`config.mk`:
```
export PLATFORM = sky130hd
export DESIGN_NAME = partition_code_matcher
export DESIGN_NICKNAME = d
export VERILOG_FILES = /design/src/sv/pcm_pkg.sv /design/src/sv/pcm_ram.sv /design/src/sv/pcm_eval.sv /design/src/sv/partition_code_matcher.sv
export SDC_FILE = /design/constraint.sdc
export NUM_CORES = 2
export LEC_CHECK = 0
export BUFFER_PORTS_ARGS = -buffer_cell sky130_fd_sc_hd__buf_4
export CORE_MARGIN = 3
export CORE_UTILIZATION = 50
export CTS_CLUSTER_SIZE = 10
export DETAILED_ROUTE_END_ITERATION = 7
export GPL_TIMING_DRIVEN = 0
export PLACE_DENSITY_LB_ADDON = 0.1
export SYNTH_ARGS = -nofsm -noshare
export SYNTH_HDL_FRONTEND = slang
export SYNTH_HIERARCHICAL = 1
export SYNTH_SLANG_ARGS = --single-unit
```
`constraint.sdc`:
```
create_clock -name clock -period 9.9 [get_ports clock]
set_input_delay 1.485 -clock clock [delete_from_list [all_inputs] [get_ports clock]]
set_output_delay 1.485 -clock clock [all_outputs]
set_load 0.02 [all_outputs]
```
`src/sv/pcm_pkg.sv`:
```
`timescale 1ns / 1ps
// ----------------------------------------------------------------------------
// pcm_pkg
// Shared types and constants of the partition code matcher.
// ----------------------------------------------------------------------------
package pcm_pkg;

   localparam int TABLE_DEPTH = 64;
   localparam int CODE_BITS   = 16;

   localparam int IDX_W  = $clog2(TABLE_DEPTH);
   localparam int CNT_W  = $clog2(TABLE_DEPTH + 1);
   localparam int DIST_W = 5;
   localparam int FIX_W  = 5;
   localparam int COST_W = 16;
   localparam int TAG_W  = 6;
   localparam int MIDX_W = 6;
   localparam int CW_W   = 5;
   localparam int KEY_W  = 16;

   localparam logic [COST_W-1:0] COST_MAX = {COST_W{1'b1}};

   localparam logic [1:0] REQ_CLEAR  = 2'd0;
   localparam logic [1:0] REQ_APPEND = 2'd1;
   localparam logic [1:0] REQ_QUERY  = 2'd2;

   typedef struct packed {
      logic [1:0]        req_type;
      logic [KEY_W-1:0]  entry_code;
      logic [COST_W-1:0] entry_cost;
      logic [FIX_W-1:0]  fixed_bit;
      logic [TAG_W-1:0]  query_tag;
      logic [KEY_W-1:0]  query_key;
   } pcm_req_type;

   typedef struct packed {
      logic [TAG_W-1:0]  tag_out;
      logic              found;
      logic [MIDX_W-1:0] match_index;
      logic              inverse;
      logic              exact;
      logic [DIST_W-1:0] distance;
      logic [COST_W-1:0] total_cost;
   } pcm_rsp_type;

   // one table entry as held in the memory
   typedef struct packed {
      logic [CODE_BITS-1:0] code;
      logic [COST_W-1:0]    cost;
      logic [FIX_W-1:0]     fixed;
   } pcm_entry_type;

   // scan control that travels alongside the memory read data
   typedef struct packed {
      logic             valid;
      logic             first;
      logic [IDX_W-1:0] index;
   } pcm_scan_type;

   // winner of a finished scan
   typedef struct packed {
      logic              exact;
      logic [IDX_W-1:0]  index;
      logic              inverse;
      logic [DIST_W-1:0] distance;
      logic [COST_W-1:0] total_cost;
   } pcm_pick_type;

endpackage

```
`src/sv/pcm_ram.sv`:
```
`timescale 1ns / 1ps
// ----------------------------------------------------------------------------
// pcm_ram
// Generic single-port-write, single-port-read RAM with registered read data.
// ----------------------------------------------------------------------------
module pcm_ram #(
   parameter int WIDTH = 8,
   parameter int DEPTH = 64
) (
   input  logic                     clock,
   input  logic                     wr_en,
   input  logic [$clog2(DEPTH)-1:0] wr_addr,
   input  logic [WIDTH-1:0]         wr_data,
   input  logic [$clog2(DEPTH)-1:0] rd_addr,
   output logic [WIDTH-1:0]         rd_data
);

   logic [WIDTH-1:0] mem_ff [DEPTH];
   logic [WIDTH-1:0] rd_data_ff;

   always_ff @(posedge clock) begin
      if (wr_en) begin
         mem_ff[wr_addr] <= wr_data;
      end
      rd_data_ff <= mem_ff[rd_addr];
   end

   assign rd_data = rd_data_ff;

endmodule

```
`src/sv/pcm_eval.sv`:
```
`timescale 1ns / 1ps
// ----------------------------------------------------------------------------
// pcm_eval
// Compares one table entry per cycle with the query key and keeps both the
// best exact match and the nearest match seen so far.
// ----------------------------------------------------------------------------
module pcm_eval (
   input  logic                           clock,
   input  pcm_pkg::pcm_scan_type          scan,
   input  pcm_pkg::pcm_entry_type         entry,
   input  logic [pcm_pkg::CODE_BITS-1:0]  key,
   input  logic [pcm_pkg::CODE_BITS-1:0]  width_mask,
   output pcm_pkg::pcm_pick_type          pick
);
   import pcm_pkg::*;

   logic              ex_found_ff, ex_found_in;
   logic [IDX_W-1:0]  ex_idx_ff, ex_idx_in;
   logic              ex_inv_ff, ex_inv_in;
   logic [COST_W-1:0] minc_ff, minc_in;
   logic [IDX_W-1:0]  nr_idx_ff, nr_idx_in;
   logic [DIST_W-1:0] nr_dist_ff, nr_dist_in;
   logic [COST_W-1:0] nr_cost_ff, nr_cost_in;
   logic              nr_inv_ff, nr_inv_in;

   logic [CODE_BITS-1:0] fix_mask;
   logic [CODE_BITS-1:0] kplain;
   logic [CODE_BITS-1:0] kinv;
   logic [DIST_W-1:0]    d_plain;
   logic [DIST_W-1:0]    d_inv;
   logic [DIST_W-1:0]    d_best;
   logic                 d_use_inv;
   logic                 code_hit;
   logic                 ex_base_found;
   logic [COST_W-1:0]    ex_base_minc;
   logic [COST_W:0]      cost_sum;

   // the entry's fixed bit drops out of the distance; out of range drops none
   always_comb begin
      for (int b = 0; b < CODE_BITS; b++) begin
         fix_mask[b] = (entry.fixed != FIX_W'(b));
      end
   end

   assign kplain    = key & width_mask;
   assign kinv      = ~key & width_mask;
   assign code_hit  = (entry.code == kplain) || (entry.code == kinv);
   assign d_plain   = DIST_W'($countones((entry.code ^ key) & width_mask & fix_mask));
   assign d_inv     = DIST_W'($countones((entry.code ^ ~key) & width_mask & fix_mask));
   assign d_use_inv = d_inv < d_plain;
   assign d_best    = d_use_inv ? d_inv : d_plain;

   // running minimum starts at entry 0's cost
   assign ex_base_found = scan.first ? 1'b0 : ex_found_ff;
   assign ex_base_minc  = scan.first ? entry.cost : minc_ff;

   always_comb begin
      ex_found_in = ex_found_ff;
      ex_idx_in   = ex_idx_ff;
      ex_inv_in   = ex_inv_ff;
      minc_in     = minc_ff;
      nr_idx_in   = nr_idx_ff;
      nr_dist_in  = nr_dist_ff;
      nr_cost_in  = nr_cost_ff;
      nr_inv_in   = nr_inv_ff;
      if (scan.valid) begin
         ex_found_in = ex_base_found;
         minc_in     = ex_base_minc;
         if (code_hit && (entry.cost <= ex_base_minc)) begin
            ex_found_in = 1'b1;
            ex_idx_in   = scan.index;
            ex_inv_in   = (entry.code != kplain);
            minc_in     = entry.cost;
         end
         // later entry wins ties at lower or equal cost
         if (scan.first || (d_best < nr_dist_ff) ||
             ((d_best == nr_dist_ff) && (nr_cost_ff >= entry.cost))) begin
            nr_idx_in  = scan.index;
            nr_dist_in = d_best;
            nr_cost_in = entry.cost;
            nr_inv_in  = d_use_inv;
         end
      end
   end

   always_ff @(posedge clock) begin
      ex_found_ff <= ex_found_in;
      ex_idx_ff   <= ex_idx_in;
      ex_inv_ff   <= ex_inv_in;
      minc_ff     <= minc_in;
      nr_idx_ff   <= nr_idx_in;
      nr_dist_ff  <= nr_dist_in;
      nr_cost_ff  <= nr_cost_in;
      nr_inv_ff   <= nr_inv_in;
   end

   assign cost_sum = (COST_W+1)'(nr_cost_ff) + (COST_W+1)'(nr_dist_ff);

   always_comb begin
      if (ex_found_ff) begin
         pick.exact      = 1'b1;
         pick.index      = ex_idx_ff;
         pick.inverse    = ex_inv_ff;
         pick.distance   = '0;
         pick.total_cost = minc_ff;
      end else begin
         pick.exact      = 1'b0;
         pick.index      = nr_idx_ff;
         pick.inverse    = nr_inv_ff;
         pick.distance   = nr_dist_ff;
         pick.total_cost = cost_sum[COST_W] ? COST_MAX : cost_sum[COST_W-1:0];
      end
   end

endmodule

```
`src/sv/partition_code_matcher.sv`:
```
`timescale 1ns / 1ps
// ----------------------------------------------------------------------------
// partition_code_matcher
// Table of partition entries with exact and nearest code lookup.
// ----------------------------------------------------------------------------
// Clear, append and reserved items: result in the cycle after accept, busy stays
// low, so one item per cycle.
// Query: one table read per cycle in ST_SCAN through the single memory read
// port, then ST_DRAIN and ST_FINISH; a query on an empty table answers in the
// cycle after accept. Results cannot be stalled by the receiver.
// Reset empties the table and clears code_width; no memory clearing pass.
module partition_code_matcher (
   input  logic                 clock,
   input  logic                 reset,
   input  logic                 start,
   output logic                 busy,
   input  pcm_pkg::pcm_req_type req_item,
   output logic                 rsp_strobe,
   output pcm_pkg::pcm_rsp_type rsp_item,
   input  logic                 psel,
   input  logic                 penable,
   input  logic                 pwrite,
   input  logic [2:0]           paddr,
   input  logic [31:0]          pwdata,
   output logic [31:0]          prdata,
   output logic                 pready
);
   import pcm_pkg::*;

   localparam logic [1:0] ST_IDLE   = 2'd0;
   localparam logic [1:0] ST_SCAN   = 2'd1;
   localparam logic [1:0] ST_DRAIN  = 2'd2;
   localparam logic [1:0] ST_FINISH = 2'd3;

   logic [1:0]           state_ff, state_in;
   logic [CNT_W-1:0]     count_ff, count_in;
   logic [CW_W-1:0]      code_width_ff;
   logic [CODE_BITS-1:0] key_ff, key_in;
   logic [CODE_BITS-1:0] mask_ff, mask_in;
   logic [TAG_W-1:0]     tag_ff, tag_in;
   logic [IDX_W-1:0]     rd_ptr_ff, rd_ptr_in;
   pcm_scan_type         scan_ff, scan_in;
   logic                 rsp_strobe_ff, rsp_strobe_in;
   pcm_rsp_type          rsp_item_ff, rsp_item_in;

   logic          accept;
   logic          csr_write;
   logic          wr_en;
   pcm_entry_type wr_entry;
   pcm_entry_type rd_entry;
   pcm_pick_type  pick;
   logic          scan_last;

   assign busy      = (state_ff != ST_IDLE);
   assign accept    = start && !busy;
   assign pready    = 1'b1;
   assign csr_write = psel && penable && pwrite && pready;
   assign prdata    = (paddr[2] == 1'b0) ? 32'(code_width_ff) : 32'd0;

   always_ff @(posedge clock) begin
      if (reset) begin
         code_width_ff <= '0;
      end else if (csr_write && (paddr[2] == 1'b0)) begin
         code_width_ff <= pwdata[CW_W-1:0];
      end
   end

   // low code_width bits count; any width past the code covers all bits
   always_comb begin
      for (int b = 0; b < CODE_BITS; b++) begin
         mask_in[b] = (code_width_ff > CW_W'(b));
      end
   end

   assign wr_entry.code  = req_item.entry_code[CODE_BITS-1:0];
   assign wr_entry.cost  = req_item.entry_cost;
   assign wr_entry.fixed = req_item.fixed_bit;
   assign scan_last      = (CNT_W'(rd_ptr_ff) + CNT_W'(1)) == count_ff;

   always_comb begin
      state_in      = state_ff;
      count_in      = count_ff;
      key_in        = key_ff;
      tag_in        = tag_ff;
      rd_ptr_in     = rd_ptr_ff;
      scan_in       = '0;
      rsp_strobe_in = 1'b0;
      rsp_item_in   = rsp_item_ff;
      wr_en         = 1'b0;
      case (state_ff)
         ST_IDLE: begin
            if (accept) begin
               rsp_item_in = '0;
               case (req_item.req_type)
                  REQ_CLEAR: begin
                     count_in      = '0;
                     rsp_strobe_in = 1'b1;
                  end
                  REQ_APPEND: begin
                     // drop the entry when the table is full
                     if (count_ff < CNT_W'(TABLE_DEPTH)) begin
                        wr_en    = 1'b1;
                        count_in = count_ff + CNT_W'(1);
                     end
                     rsp_strobe_in = 1'b1;
                  end
                  REQ_QUERY: begin
                     key_in    = req_item.query_key[CODE_BITS-1:0];
                     tag_in    = req_item.query_tag;
                     rd_ptr_in = '0;
                     if (count_ff == '0) begin
                        rsp_strobe_in        = 1'b1;
                        rsp_item_in.tag_out = req_item.query_tag;
                     end else begin
                        state_in = ST_SCAN;
                     end
                  end
                  default: begin
                     rsp_strobe_in = 1'b1;
                  end
               endcase
            end
         end
         ST_SCAN: begin
            scan_in.valid = 1'b1;
            scan_in.first = (rd_ptr_ff == '0);
            scan_in.index = rd_ptr_ff;
            rd_ptr_in     = rd_ptr_ff + IDX_W'(1);
            if (scan_last) begin
               state_in = ST_DRAIN;
            end
         end
         ST_DRAIN: begin
            // last entry is evaluated this cycle
            state_in = ST_FINISH;
         end
         ST_FINISH: begin
            rsp_strobe_in            = 1'b1;
            rsp_item_in.tag_out      = tag_ff;
            rsp_item_in.found        = 1'b1;
            rsp_item_in.match_index  = MIDX_W'(pick.index);
            rsp_item_in.inverse      = pick.inverse;
            rsp_item_in.exact        = pick.exact;
            rsp_item_in.distance     = pick.distance;
            rsp_item_in.total_cost   = pick.total_cost;
            state_in                 = ST_IDLE;
         end
         default: begin
            state_in = ST_IDLE;
         end
      endcase
   end

   always_ff @(posedge clock) begin
      if (reset) begin
         state_ff      <= ST_IDLE;
         count_ff      <= '0;
         scan_ff       <= '0;
         rsp_strobe_ff <= 1'b0;
      end else begin
         state_ff      <= state_in;
         count_ff      <= count_in;
         scan_ff       <= scan_in;
         rsp_strobe_ff <= rsp_strobe_in;
      end
   end

   always_ff @(posedge clock) begin
      key_ff      <= key_in;
      tag_ff      <= tag_in;
      rd_ptr_ff   <= rd_ptr_in;
      rsp_item_ff <= rsp_item_in;
      if (accept) begin
         mask_ff <= mask_in;
      end
   end

   pcm_ram #(
      .WIDTH ($bits(pcm_entry_type)),
      .DEPTH (TABLE_DEPTH)
   ) u_table (
      .clock   (clock),
      .wr_en   (wr_en),
      .wr_addr (count_ff[IDX_W-1:0]),
      .wr_data (wr_entry),
      .rd_addr (rd_ptr_ff),
      .rd_data (rd_entry)
   );

   pcm_eval u_eval (
      .clock      (clock),
      .scan       (scan_ff),
      .entry      (rd_entry),
      .key        (key_ff),
      .width_mask (mask_ff),
      .pick       (pick)
   );

   assign rsp_strobe = rsp_strobe_ff;
   assign rsp_item   = rsp_item_ff;

endmodule

```
==> run_results.csv <==
group,metric,value,unit
run_status,run_status,"finished, violations left",
run_status,violations,"max-capacitance violations",
route,wl_per_cell,36.67,um
pwr,p_leak,36.98,nW
placement,place_congestion,0.8844,
clocking,hold_buffers,0,
setup_path,critical_path_class,"register to register",
synth,async_reset_ff_share,0,%
finish,area_growth,15.40,%
placement,portBuffers,115,
setup_path,crit_path_end_kind,"register",
synth,synthCells,4809,
clocking,cts_setup_buffers,0,
clocking,htree_levels,5,
min_path,worstHoldEndpoint,"u_eval/ex_idx_ff[5]",
floorplan,dieArea,205900,um^2
clocking,clkTransAtPathRegs,0.05,ns
finish,final_area,115700,um^2
sta,slew_violations,0,
grt,grt_pass1_vias,51280,
setup_path,cpMostUsedCell,"fa_1",
clocking,numClockSinks,2560,
synth,synth_edf_count,2500,
setup_path,path_max_fanout,17,
synth,yosys_warnings,6,
clocking,cts-root-buf,"clkbuf_16",
sta,fin_crit,8.586,ns
floorplan,fp.dieW,453.7,um
setup_path,startpoint_type,"register",
route,wirelength,297.3,mm
synth,ys_top_cells_by_area,"edfxtp_1, mux4_2, dfxtp_1, mux2i_1, ha_1",
pwr,p_total,25.93,mW
synth,synth.yosys.seq_area_share,76.10,%
floorplan,die_h,453.7,um
setup_path,reg2reg_setup_slack,1.31,ns
route,num_vias,53250,
setup_path,r2r_end,"u_eval/nr_cost_ff[10]",
run,drv_cap,1,
pwr,ir_drop,0.0001951,V
synth,synth_flop_cell,"edfxtp_1",
min_path,hold-path-cell-count,0,
sta,worstMarginPinSlew,1.457,ns
setup_path,rr_worst_depth,30,
route,dr.first_iter.drc_count,7041,
grt,grtUsageTotal,28.88,%
clocking,clock_path_buffers,4,
synth,synth_top_area_share,74.90,%
grt,grt_pass1_wl,409.0,mm
finish,utilization,58.35,%
synth,synthesis.area,100200,um^2
floorplan,core-area,198200,um^2
setup_path,critPathArrivalTime,9.19,ns
min_path,hold_start,"scan_ff[5]",
setup_path,slowest_stage,"fa_1",
finish,final_cells,8108,
synth,yosysTopAreaCell,"edfxtp_1",
floorplan,ios,173,
grt,antenna_found_initial,22,
placement,place_area,107400,um^2
sta,clock_skew,0.04748,ns
synth,synth-seq-cells,2560,
placement,place_inst,7714,
setup_path,cpPeakStageDelay,0.55,ns
floorplan,initial_utilization,50.56,%
grt,grt_overflow,0,
sta,rsz0062_at_grt,"no",
route,viasPerCell,6.567,
sta,layout_setup_ws,1.314,ns
sta,hold_viol_final,0,
clocking,cts-resized-gates,0,
pwr,p_per_area,224.2,nW/um^2
sta,setup_viol,0,
finish,nets,5582,
route,drtAntennaViolNets,0,
setup_path,cp_data_required_time,10.50,ns
route,firstDrtPassIters,5,
clocking,clock_latency,0.93,ns
synth,synth_cell_type_count,77,
route,drc,0,
placement,hpwlAfterDp,196.6,mm
clocking,cts_buffers,309,
setup_path,rr_startpoint,"u_table/rd_data[0]",
placement,post-place-ws,1.375,ns
sta,clock.fmax,116.5,MHz
clocking,cts_tree,"built",
min_path,hold_class,"register to register",
sta,post-route-period-util,86.73,%
sta,relSlewSlack,1.990,%
grt,grt_max_degree,65,
finish,drive_above_1_share,25.22,%
floorplan,row_count,163,
synth,synth_area_per_cell,20.84,um^2
worst max-delay path by stage:
| stage | cells after the start | start | slack [ns] | end |
|---|---|---|---|---|
| 3_3_place_gp | 26 | u_table/rd_data[0] | -1.20 | u_eval/nr_idx_ff[2] |
| 5_1_grt | 30 | u_table/rd_data[0] | 0.94 | u_eval/nr_cost_ff[10] |
| 6_report | 30 | u_table/rd_data[0] | 1.31 | u_eval/nr_cost_ff[10] |
| 4_1_cts | 30 | u_table/rd_data[0] | 1.36 | u_eval/nr_cost_ff[10] |
| 2_1_floorplan | 26 | u_table/rd_data[0] | 0.78 | u_eval/nr_cost_ff[0] |
| 3_5_place_dp | 30 | u_table/rd_data[0] | 1.38 | u_eval/nr_cost_ff[10] |
cell usage after synthesis, types with 3 or more instances:
library cell,n
a221oi_1,5
a21oi_1,44
o22a_1,25
edfxtp_1,2500
mux2i_1,107
nor4_1,27
nand3_1,50
nor3_1,30
a211oi_1,52
or3_1,6
ha_1,73
o211ai_1,9
fa_1,21
buf_1,14
o31ai_1,3
o211a_1,6
or2_2,11
nor2b_1,81
mux4_2,566
a21o_1,16
xor2_1,26
mux2_2,11
inv_1,86
nand3b_1,11
o221ai_1,31
dfxtp_1,60
a31oi_1,7
and4_1,10
nand4_1,31
buf_4,64
clkbuf_1,125
o21a_1,5
xnor2_1,28
and2_1,36
o21ai_0,42
nand2b_1,33
o22ai_1,144
buf_2,48
a22o_1,6
nor2_1,158
a22oi_1,64
buf_6,21
nand2_1,66
and3_1,10
worst max-delay path: cells and delay by family (launching register included):
family | cells | cell delay [ns]
buf+inv | 6 | 0.56
flops | 1 | 0.33
fa+ha+maj | 10 | 4.38
simple gates | 4 | 0.70
compound gates | 9 | 2.00
mux | 1 | 0.30
report_power, final:
group / internal [mW] / total (mW) / switching [mW]
combinational: 1.53 / 3.97 / 2.44
clock: 5.67 / 9.67 / 3.99
sequential: 12.2 / 12.3 / 0.147
final cells by class:
cell class / instances / area [um^2]
Fill cell: 14450 / 82570
Sequential cell: 2560 / 76270
Tap cell: 2640 / 3303
Multi-Input combinational cell: 1914 / 22780
Timing Repair Buffer: 240 / 3253
Clock inverter: 10 / 75.07
Antenna cell: 16 / 40.04
Inverter: 88 / 330.3
Clock buffer: 367 / 8109
Buffer: 273 / 1499
metrics by stage:
stage / TNS, ns / hold slack [ns]
final: 0 / 0.4275
after global routing: 0 / 0.4457
after CTS: 0 / 0.4167
after detailed placement: 0 / 0.4125
after global placement: -109.93 / 0.4108
after floorplan: 0 / 0.4037
routing by layer:
metal | GRT usage, % | wire (um) | vias up
met4 | 11.39 | 13090 | 18
met3 | 7.081 | 31650 | 580
met5 | 0 | 116 | -
met1 | 41.11 | 116400 | 28520
met2 | 43.45 | 136000 | 3121
li1 | - | - | 21010
placed cells by master, fill, tap and decap left out, types with 14 or more instances in the layout:
master	synthesis	layout
buf_6	21	33
clkbuf_1	125	175
o21ai_0	42	42
buf_2	48	49
buf_1	14	14
fa_1	21	21
edfxtp_1	2500	2500
nor2_1	158	95
o221ai_1	31	31
dfxtp_1	60	60
clkbuf_16	0	316
and2_1	36	36
nor4_1	27	16
o22a_1	25	25
a211oi_1	52	52
mux4_2	566	566
a21oi_1	44	44
buf_16	0	19
nand2_1	66	66
nand4_1	31	31
buf_12	1	82
diode_2	0	16
a21o_1	16	16
xor2_1	26	26
a22oi_1	64	64
o22ai_1	144	144
mux2i_1	107	107
inv_1	86	86
nor2b_1	81	81
nand2b_1	33	33
nand3_1	50	50
buf_4	64	188
nor2_4	0	62
nor3_1	30	28
xnor2_1	28	28
ha_1	73	73
conb_1	2	28
kinds of logic after synthesis:
logic type,count (synthesis),synth area share (%)
fa+ha+maj,94,1.331
other cells,2,0.007493
mux,684,13.91
compound gates,478,3.314
flops,2560,76.10
simple gates,575,3.014
xor+xnor,55,0.4956
buf+inv,361,1.825
registers in the layout, summed over array words and instances (netlist names):
signal,flops
code_width_ff,5
count_ff,7
key_ff,16
mask_ff,16
rd_ptr_ff,6
rsp_item,36
rsp_strobe,1
scan_ff,8
state_ff,2
tag_ff,6
u_eval/ex_found_ff,1
u_eval/ex_idx_ff,6
u_eval/ex_inv_ff,1
u_eval/minc_ff,16
u_eval/nr_cost_ff,16
u_eval/nr_dist_ff,5
u_eval/nr_idx_ff,6
u_eval/nr_inv_ff,1
u_table/mem_ff,2368
u_table/rd_data,37
Power figures use the tool's default switching activity.
